===== src/rtl/egpa_pkg.sv =====
// ----------------------------------------------------------------------------
// egpa_pkg: shared constants and elaboration-time functions
// Holds register indexes, fixed widths, and the constant functions that build
// the log2 table and the root constants of the exposure/gamma pipeline.
// ----------------------------------------------------------------------------
package egpa_pkg;

    localparam int CHAN_W  = 8;
    localparam int EXPO_W  = 13;
    localparam int OFFS_W  = 17;
    localparam int GAMMA_W = 16;
    localparam int RECIP_W = 23;
    localparam int CFG_W   = 17;
    localparam int ADDR_W  = 2;
    localparam int Q       = 30;

    localparam logic [ADDR_W-1:0] REG_EXPOSURE = 2'd0;
    localparam logic [ADDR_W-1:0] REG_OFFSET   = 2'd1;
    localparam logic [ADDR_W-1:0] REG_GAMMA    = 2'd2;

    // Integer square root of a 64-bit value, bit by bit.
    function automatic logic [63:0] isqrt64(input logic [63:0] x_in);
        logic [63:0] x;
        logic [63:0] r;
        logic [63:0] b;
        x = x_in;
        r = 64'd0;
        b = 64'd1 << 62;
        while (b > x) b = b >> 2;
        while (b != 64'd0) begin
            if (x >= r + b) begin
                x = x - (r + b);
                r = (r >> 1) + b;
            end else begin
                r = r >> 1;
            end
            b = b >> 2;
        end
        return r;
    endfunction

    // 2^(2^-k) in Q30.
    function automatic logic [30:0] root_q30(input int k);
        logic [63:0] r;
        r = 64'd2 << Q;
        for (int j = 1; j <= k; j++) r = isqrt64(r << Q);
        return r[30:0];
    endfunction

    // log2(v) with fb fraction bits, by repeated squaring of a Q30 mantissa.
    function automatic logic [63:0] log2_fixed(input int v, input int fb);
        int          n;
        logic [63:0] m;
        logic [63:0] res;
        n = 0;
        while ((v >> (n + 1)) != 0) n++;
        m   = 64'(v) << (Q - n);
        res = 64'(n) << fb;
        for (int k = fb - 1; k >= 0; k--) begin
            m = (m * m) >> Q;
            if (m >= (64'd2 << Q)) begin
                m   = m >> 1;
                res = res | (64'd1 << k);
            end
        end
        return res;
    endfunction

endpackage


===== src/rtl/egpa_recip.sv =====
// ----------------------------------------------------------------------------
// egpa_recip: reciprocal of gamma
// Restoring divider that forms round(2^28 / max(gamma, 41)), one quotient bit
// per cycle, after each write of the gamma register.
// ----------------------------------------------------------------------------
module egpa_recip (
    input  logic                            aclk,
    input  logic                            aresetn,
    input  logic                            start,
    input  logic [egpa_pkg::GAMMA_W-1:0]    gamma,
    output logic [egpa_pkg::RECIP_W-1:0]    recip,
    output logic                            busy
);
    import egpa_pkg::*;

    localparam int NUM_W = 29;
    localparam int REM_W = GAMMA_W + 1;
    localparam logic [GAMMA_W-1:0] GAMMA_MIN = 16'd41;

    logic                 busy_reg;
    logic [4:0]           cnt_reg,  cnt_next;
    logic [NUM_W-1:0]     num_reg,  num_next;
    logic [REM_W-1:0]     rem_reg,  rem_next;
    logic [NUM_W-1:0]     quo_reg,  quo_next;
    logic [GAMMA_W-1:0]   div_reg,  div_next;
    logic [RECIP_W-1:0]   recip_reg, recip_next;
    logic [GAMMA_W-1:0]   g;
    logic [REM_W-1:0]     trial;

    assign g = (gamma < GAMMA_MIN) ? GAMMA_MIN : gamma;
    assign trial = {rem_reg[REM_W-2:0], num_reg[NUM_W-1]};

    always_comb begin
        cnt_next   = cnt_reg;
        num_next   = num_reg;
        rem_next   = rem_reg;
        quo_next   = quo_reg;
        div_next   = div_reg;
        recip_next = recip_reg;
        if (start) begin
            div_next = g;
            num_next = (NUM_W'(1) << 28) + NUM_W'(g >> 1);
            rem_next = '0;
            quo_next = '0;
            cnt_next = 5'(NUM_W);
        end else if (busy_reg) begin
            num_next = num_reg << 1;
            if (trial >= REM_W'(div_reg)) begin
                rem_next = trial - REM_W'(div_reg);
                quo_next = {quo_reg[NUM_W-2:0], 1'b1};
            end else begin
                rem_next = trial;
                quo_next = {quo_reg[NUM_W-2:0], 1'b0};
            end
            cnt_next = cnt_reg - 5'd1;
            if (cnt_reg == 5'd1) begin
                recip_next = quo_next[RECIP_W-1:0];
            end
        end
    end

    always_ff @(posedge aclk) begin
        if (!aresetn) begin
            busy_reg  <= 1'b0;
            cnt_reg   <= '0;
            recip_reg <= RECIP_W'(65536);
        end else begin
            busy_reg  <= start | (busy_reg & (cnt_reg != 5'd1));
            cnt_reg   <= cnt_next;
            recip_reg <= recip_next;
        end
        num_reg <= num_next;
        rem_reg <= rem_next;
        quo_reg <= quo_next;
        div_reg <= div_next;
    end

    assign recip = recip_reg;
    assign busy  = busy_reg;

endmodule


===== config.mk =====
export PLATFORM = sky130hd
export DESIGN_NAME = egpa_recip
export DESIGN_NICKNAME = d
export VERILOG_FILES = /design/src/rtl/egpa_pkg.sv /design/src/rtl/egpa_recip.sv
export SDC_FILE = /design/constraint.sdc
export NUM_CORES = 1
export LEC_CHECK = 0
export BUFFER_PORTS_ARGS = -buffer_cell sky130_fd_sc_hd__buf_4
export CAP_MARGIN = 25
export CORE_UTILIZATION = 60
export DETAILED_ROUTE_END_ITERATION = 7
export GPL_ROUTABILITY_DRIVEN = 0
export HOLD_SLACK_MARGIN = 0.03
export PLACE_DENSITY = 0.8
export SYNTH_ARGS = -nofsm -noshare
export SYNTH_HDL_FRONTEND = slang
export SYNTH_SLANG_ARGS = --single-unit

===== constraint.sdc =====
create_clock -name aclk -period 2.78 [get_ports aclk]
set_clock_uncertainty 0.1 [all_clocks]
set_input_delay 0 -clock aclk [delete_from_list [all_inputs] [get_ports aclk]]
set_output_delay 0 -clock aclk [all_outputs]
set_load 0.005 [all_outputs]

# Yosys cells after proc, flatten, opt, wreduce, memory -nomap -nowiden
# Cells that the tools add are included.
word_totals:
  reg_bits: 112
  in_bits: 19
op_classes:
  add_sub_neg: 3
  order_cmp: 2
  n_eq_ne: 2
  mux: 7
  bitwise: 4
  reduce_logical: 3
op_table:
  columns: ["operator", "n"]
  rows:
  - ["29-bit two-way mux", 2]
  - ["16-bit two-way mux", 2]
  - ["29-bit by 15-bit adder with 29-bit output (first input constant)", 1]
  - ["17-bit by 16-bit greater-or-equal comparator with 1-bit output", 1]
  - ["16-bit by 6-bit < comparator with 1-bit output (second input constant)", 1]
  - ["16-bit subtractor", 1]
  - ["5-bit two-way mux", 2]
  - ["5-bit by 1-bit equality test with 1-bit output (second input constant)", 1]
  - ["5-bit by 1-bit != test with 1-bit output (second input constant)", 1]
  - ["5-bit by 1-bit subtractor with 5-bit output (second input constant)", 1]
  - ["3-bit AND reduction", 1]
  - ["1-bit inverter", 2]
  - ["2-bit nonzero test", 1]
  - ["2-bit OR reduction", 1]
  - ["1-bit AND", 1]
  - ["1-bit two-way mux", 1]
  - ["1-bit bitwise OR", 1]

# Logic depth before layout (Yosys ltp)
# Gate-level depths: netlist (run 1).
logic_depth:
  depth_word: 4
  depth_mapped: 11

# Worst setup path after synthesis (run 1)
# OpenSTA, ideal clock, no wires.
synth_path:
  path_type: "reg2reg"
  startpoint: "register div_reg[9]"
  endpoint: "register rem_reg[3]"
  setup_time_ns: 0.128
  arrival_ns: 2.266
  slack_ns: 0.287
  stages_incl_launch_ff: 11
  cell_sequence: "edfxtp_1 -> inv_1 -> ha_1 -> buf_2 -> nand4_1 -> or4_1 -> and3_4 -> a31oi_4 -> mux2_2 -> mux2i_1 -> nor2_1"
synth_via:
  elab_chain_cells: 2
synth_lines:
  columns: ["element", "line_no", "text"]
  rows:
  - ["from (decl)", "egpa_recip.sv:25", "logic [GAMMA_W-1:0] div_reg, div_next;"]
  - ["from (signal assigned)", "egpa_recip.sv:75", "div_reg <= div_next;"]
  - ["17-bit by 16-bit greater-or-equal comparator with 1-bit output", "egpa_recip.sv:48", "if (trial >= REM_W'(div_reg)) begin"]
  - ["16-bit two-way mux", "egpa_recip.sv:48", null]
  - ["to (signal assigned)", "egpa_recip.sv:73", "rem_reg <= rem_next;"]
  - ["to (decl)", "egpa_recip.sv:23", "logic [REM_W-1:0] rem_reg, rem_next;"]
# No other way between the ends.
# A chain may end at the register's enable or synchronous reset.

# Final worst setup path (run 1)
layout_path:
  startpoint: "register div_reg[10]"
  endpoint: "register rem_reg[0]"
# The elaborated chain is that of the path after synthesis.

==> metrics.md, run 1 <==
| Metric | Value |
|---|---|
| Clock latency at the later pin of the worst-skew pair | `0.37 ns` |
| Initial antenna violation count | `0` |
| CP Capture Type | `register` |
| Sw power | `between 0.0009 and 0.001 W` |
| Die area | `between 0.009 and 0.01 mm2` |
| Clk slew on worst S/H paths | `between 0.1 and 0.15 ns` |
| Synth top area cells | `edfxtp_1 (26%), dfxtp_1 (26%), mux2i_1 (6.1%)` |
| Die W | `95.6 um` |
| Critical path data arrival time | `2.83 ns` |
| # DRC | `0` |
| Setup WS pre-CTS | `0.0477 ns` |
| Lkg Pwr | `approximately 2.4 nW` |
| Clock sinks | `approximately 110` |
| YS warnings | `0` |
| CTS tree | `built` |
| PwrDens | `571 mW/mm2` |
| Max_slew headroom | `0.540` |
| DRT Pass-1 Iters | `6` |
| Fraction of synthesized area in multiplexers | `0.0953` |
| Worst VDD drop | `between 0.0003 and 0.0004 V` |
| Layout cells sized above 1 | `0.179` |
| Routed len/inst | `~15 um` |
| Compound-cell area share of the yosys netlist | `0.126` |
| Routed WL | `between 10,000 and 15,000 um` |
| Worst Setup SP | `div_reg[10]` |
| Unrepaired setup endpoints after global routing | `false` |
| Synth unique cells | `54` |
| Post-synth top cells | `dfxtp_1 (67), nand2_1 (58), nor2_1 (46)` |
| Setup violators final | `0` |
| Crit path max fanout | `6` |
| Cell taking the most area after synthesis | `edfxtp_1` |
| Reg power frac | `0.537` |
| Seq/Total Area, Yosys | `0.513` |
| First-pass GRT wire length | `16,800 um` |
| CTS Root Cell | `clkbuf_8` |
| R2R Path Start | `div_reg[10]` |
| Site row count | `33` |
| XOR/XNOR share of the synthesized area | `0.0283` |
| Total area of sequential cells | `0.00269 mm2` |
| Total CTS buffers | `9` |
| Remaining Overflow, GRT | `0` |
| Vias | `approximately 3,700` |
| Initial Util | `0.630` |
| Setup Total Neg Slack | `0 ns` |
| Final period util | `0.947` |
| Max Clk Rate | `0.380 GHz` |
| Reg2reg setup slack | `0.15 ns` |
| Max FFs per register | `29` |
| Slowest cell delay on critical path | `0.56 ns` |
| Critical-path cell list | `inv_1 > ha_1 > nand4_1 > or4_1 > and3_4 > a31oi_4 > mux2_2 > a211oi_1` |
| Detailed Route Iter0 Violations | `about 190` |
| Synth async-reset ratio | `0` |
| Adder-cell share of the synthesized area | `0.0467` |
| Nets | `approximately 590` |
| Final WS setup | `0.146 ns` |
| Comb power frac | `0.181` |
| Multi-input logic area | `about 0.0023 mm2` |
| HP Class | `in -> reg` |
| Min-delay src | `gamma[9]` |
| GR Util All Layers | `0.240` |
| Max Cap Viol | `0` |
| Buffers on Ports | `between 40 and 50` |
| Area growth from synthesis to layout | `15.0%` |
| Fill cell instance count of the final layout | `roughly 590` |
| Flops & latches, synth | `roughly 110` |
| Mapped Area | `0.00525 mm2` |
| Switching portion of total power | `0.285` |
| Largest net degree at the start of global routing | `50` |
| Hpwl dp | `6790 um` |
| Vias per cell | `around 5.6` |
| Simple-gate area share of the yosys netlist | `0.143` |
| Main combinational cell family by area after synthesis | `simple AND/OR/NAND/NOR gates` |
| Crit path kind | `reg -> reg` |
| Core Footprint | `roughly 0.0083 mm2` |
| Synth Net Count | `between 500 and 600` |
| Critical Path RT | `2.98 ns` |
| CP max stage cell | `or4_1` |
| Outcome | `finished clean` |
| Final antenna-violating net count | `0` |
| Internal power | `about 0.0025 W` |
| Worst-margin pin slew | `approximately 0.7 ns` |
| Worst path bufs/invs | `1` |
| Number of diodes | `0` |
| Syn Area/Cell | `10.4 um2` |
| Primary FF master, synth | `dfxtp_1` |
| CP startpoint kind | `register` |
| H-Tree Depth | `3` |
| Die height | `95.6 um` |
| Tot Pwr | `between 0.003 and 0.004 W` |
| Mapped Cells | `506` |
| Share of the synthesized area in the top cell type | `0.257` |
| EDFF count, synth | `45` |
| Vias in the first global route | `~3,600` |
| Delay-heaviest family, CP | `simple AND/OR/NAND/NOR gates` |
| Clk pwr share | `0.282` |
| Slew Limit Fails | `0` |
| Final hold violations | `0` |
| Tmin final | `2.63 ns` |
| Clk buf depth | `2` |
| Count leader, synth | `dfxtp_1` |
| I/O Pins | `43` |
## timing repair
item,in CTS,in global routing
resized for setup,0,1
setup buffers,0,1
hold endpoints to repair,78,0
hold buffers,19,0
endpoints found under the setup margin,0,12
## worst paths after layout
check	endpoint	depth (start not counted)
hold reg to reg	recip[0]	2
setup / recovery	rem_reg[0]	8
setup reg to reg	rem_reg[0]	8
hold / removal	div_reg[9]	2
## worst register-to-register path: cells and delay by family, from the launching register on
kind | cells | cell delay, ns
adders and majority gates | 1 | 0.37
buffers and inverters | 1 | 0.05
muxes | 1 | 0.37
and+or+nand+nor | 3 | 0.91
DFF | 1 | 0.35
AOI/OAI and AO/OA | 2 | 0.43
## layout make-up
class,instances,share of cell area
Clock buffer,9,0.0205
Clock inverter,7,0.0118
Inverter,22,0.0137
Timing Repair Buffer,77,0.104
Tap cell,105,0.0217
Multi-Input combinational cell,333,0.382
Sequential cell,112,0.446
## metal layers
layer | up-vias | track usage | wire length (um)
li1 | 1858 | - | -
met1 | 1771 | 0.323 | 4840
met2 | 94 | 0.389 | 4840
met3 | 18 | 0.0415 | 394
met4 | 0 | 0.0858 | 150
met5 | - | 0 | 0
## metrics by stage
stage / std cells / utilization / hold WS (ns) / area (um2)
floorplan: 506 / - / 0.0125 / 5250
global placement: 629 / 0.677 / 0.0930 / 5650
detailed placement: 629 / 0.677 / 0.0935 / 5650
CTS: 664 / 0.723 / 0.259 / 6030
global route: 665 / 0.725 / 0.261 / 6040
finish: 665 / 0.725 / 0.272 / 6040
## power groups by stage
stage                     logic [W]  registers, W  clock network (W)
after floorplan            0.000458       0.00187                  0
after global placement     0.000567       0.00189                  0
after detailed placement   0.000587       0.00189                  0
after CTS                  0.000614       0.00185           0.000982
after global routing       0.000686       0.00186            0.00104
final                      0.000626       0.00185           0.000972
## cells in the final DEF (no fill, tap or decap), drive strengths merged, types with 18 or more instances in the layout
master / netlist / routed
ha: 18 / 18
dlygate4sd3: 0 / 19
nand2: 58 / 58
dfxtp: 67 / 67
buf: 10 / 58
a21boi: 26 / 26
mux2i: 32 / 32
edfxtp: 45 / 45
inv: 22 / 27
nor2: 46 / 46
## cell families after synthesis
logic type / count (synthesis)
buf+inv: 61
fa+ha+maj: 19
simple gates: 159
mux: 48
compound gates: 90
flops: 112
xor+xnor: 17
(Power assumes the default switching activity.)
==> run 2, diff against run 1 <==
==> constraint.sdc (replaced) <==
create_clock -name aclk -period 3.38 [get_ports aclk]
set_clock_uncertainty 0.1 [all_clocks]
set_input_delay 0 -clock aclk [delete_from_list [all_inputs] [get_ports aclk]]
set_output_delay 0 -clock aclk [all_outputs]
set_load 0.005 [all_outputs]
==> run 2 against run 1 <==
Effect of this change:
- count of clock-buffer cells in the layout increased by 1
- fmax decreased by 8.4%
- critical path type unchanged
- final cell count decreased by 1.8%
- utilization decreased by 1.2 points
- via count decreased by 2.1%
- global-route usage decreased by 0.058 points
- flip-flop and latch count unchanged
- die area unchanged
- combinational power decreased by 23%
- wire length increased by 0.95%
- cell area decreased by 1.6%
==> metrics.md, run 2 (same netlist as run 1, synthesis figures left out) <==
| Metric | Value |
|---|---|
| Slowest cell delay on critical path | `0.53 ns (was 0.56 ns)` |
| Die area | `0.00913 mm2 (unchanged)` |
| Vias in the first global route | `3,508 (was 3,582)` |
| Crit path kind | `reg -> reg (unchanged)` |
| Final hold violations | `0 (unchanged)` |
| CTS Root Cell | `clkbuf_8 (unchanged)` |
| Largest net degree at the start of global routing | `58 (was 50)` |
| Die height | `95.6 um (unchanged)` |
| Worst path bufs/invs | `2 (was 1)` |
| I/O Pins | `43 (unchanged)` |
| Worst-margin pin slew | `0.657 ns (was 0.690 ns)` |
| CTS tree | `built (unchanged)` |
| Max Cap Viol | `0 (unchanged)` |
| Tmin final | `2.88 ns (was 2.63 ns)` |
| Site row count | `33 (unchanged)` |
| Placed cells | `619 (was 629)` |
| Nets | `581 (was 593)` |
| Outcome | `finished clean (unchanged)` |
| Tot Pwr | `0.00281 W (was 0.00345 W)` |
| # DRC | `0 (unchanged)` |
| Finished Layout Cells | `653 (was 665)` |
| PwrDens | `472 mW/mm2 (was 571 mW/mm2)` |
| Delay-heaviest family, CP | `simple AND/OR/NAND/NOR gates (unchanged)` |
| Critical path data arrival time | `3.02 ns (was 2.83 ns)` |
| GR Util All Layers | `0.239 (was 0.240)` |
| Final antenna-violating net count | `0 (unchanged)` |
| Slew Limit Fails | `0 (unchanged)` |
| Max FFs per register | `29 (unchanged)` |
| Max_slew headroom | `0.562 (was 0.540)` |
| Reg2reg setup slack | `0.50 ns (was 0.15 ns)` |
| Total CTS buffers | `9 (unchanged)` |
| Clk slew on worst S/H paths | `0.10 ns (was 0.12 ns)` |
| CP Capture Type | `register (unchanged)` |
| DRT Pass-1 Iters | `5 (was 6)` |
| Unrepaired setup endpoints after global routing | `false (unchanged)` |
| Crit path max fanout | `15 (was 6)` |
| Critical Path RT | `3.52 ns (was 2.98 ns)` |
| Layout cells sized above 1 | `0.161 (was 0.179)` |
| Post-DP Area | `0.00557 mm2 (was 0.00565 mm2)` |
| Initial Util | `0.630 (unchanged)` |
| Critical-path cell list | `inv_1 > ha_1 > nand4_1 > or4_1 > and3_4 > a31oi_4 > buf_4 > mux2i_1 > a211oi_1 (was inv_1 > ha_1 > nand4_1 > or4_1 > and3_4 > a31oi_4 > mux2_2 > a211oi_1)` |
| Number of diodes | `0 (unchanged)` |
| Die W | `95.6 um (unchanged)` |
| Clock sinks | `112 (unchanged)` |
| CP max stage cell | `or4_1 (unchanged)` |
| CP startpoint kind | `register (unchanged)` |
| Clk buf depth | `2 (unchanged)` |
| Core Footprint | `0.00834 mm2 (unchanged)` |
| Worst VDD drop | `0.000314 V (was 0.000324 V)` |
| H-Tree Depth | `3 (unchanged)` |
| Final period util | `0.851 (was 0.947)` |
| Cts repair resizes | `0 (unchanged)` |
| Most common cell after layout, fill and taps aside | `dfxtp_1 (unchanged)` |
| Vias per cell | `5.61 (was 5.63)` |
| Most frequent cells in the layout | `dfxtp_1 (66), nand2_1 (58), buf_4 (47) (was dfxtp_1 (66), nand2_1 (58), buf_4 (57))` |
| Remaining Overflow, GRT | `0 (unchanged)` |
| Hold_ws | `0.270 ns (was 0.272 ns)` |
| Final instance area | `0.00595 mm2 (was 0.00604 mm2)` |
| Clock latency at the later pin of the worst-skew pair | `0.37 ns (about the same)` |
| Fill cell instance count of the final layout | `594 (was 585)` |
| Routed WL | `10,300 um (was 10,200 um)` |
| Area growth from synthesis to layout | `13.2% (was 15.0%)` |
| Hpwl dp | `6680 um (was 6790 um)` |
| HP Class | `in -> reg (unchanged)` |
| Max Clk Rate | `0.348 GHz (was 0.380 GHz)` |
| Buffers on Ports | `42 (unchanged)` |
| Initial antenna violation count | `0 (unchanged)` |
| Lkg Pwr | `2.36 nW (was 2.41 nW)` |
| Routed len/inst | `15.8 um (was 15.4 um)` |
| Vias | `3,663 (was 3,741)` |
| Setup Total Neg Slack | `0 ns (unchanged)` |
| First-pass GRT wire length | `16,600 um (was 16,800 um)` |
| Detailed Route Iter0 Violations | `157 (was 189)` |
| Setup violators final | `0 (unchanged)` |
run 2: final timing paths:
path	start	end	depth (start not counted)
max	div_reg[9]	rem_reg[9]	9
min reg2reg	recip[21]	recip[21]	2
max reg2reg	div_reg[9]	rem_reg[9]	9
min	gamma[11]	div_reg[11]	2
run 2: area by class of cell:
class | instances | area [um2] | area share
sequential | 112 | 2690 | 0.453
multi-input combinational | 333 | 2310 | 0.389
clock inverter | 6 | 66.3 | 0.0112
inverter | 22 | 82.6 | 0.0139
clock buffer | 10 | 128 | 0.0215
timing repair buffer | 65 | 533 | 0.0896
tap | 105 | 131 | 0.0221
run 2: power by group:
group	switching [W]	internal [W]
clock network	0.000474	0.000320
logic	0.000261	0.000223
registers	0.0000404	0.00149
total	0.000775	0.00203
run 2: routing by layer:
metal  vias to the layer above  wire, um  global-route usage  share of wire
met1                      1752      4710               0.313           0.46
met4                         0       125              0.0746          0.012
li1                       1831         -                   -              -
met2                        68      5110               0.400           0.49
met3                        12       384              0.0463          0.037
met5                         -         0                   0              0
run 2: repair_timing:
item,4_1_cts,5_1_grt
hold endpoints to repair,62,0
hold buffers,18,0
endpoints found under the setup margin,0,0
setup buffers,0,0
run 2: through the flow:
stage	util	worst slack [ns]
after detailed placement	0.668	0.509
after global placement	0.668	0.647
after floorplan	-	0.887
final	0.713	0.504
after global routing	0.713	0.354
after CTS	0.713	0.507
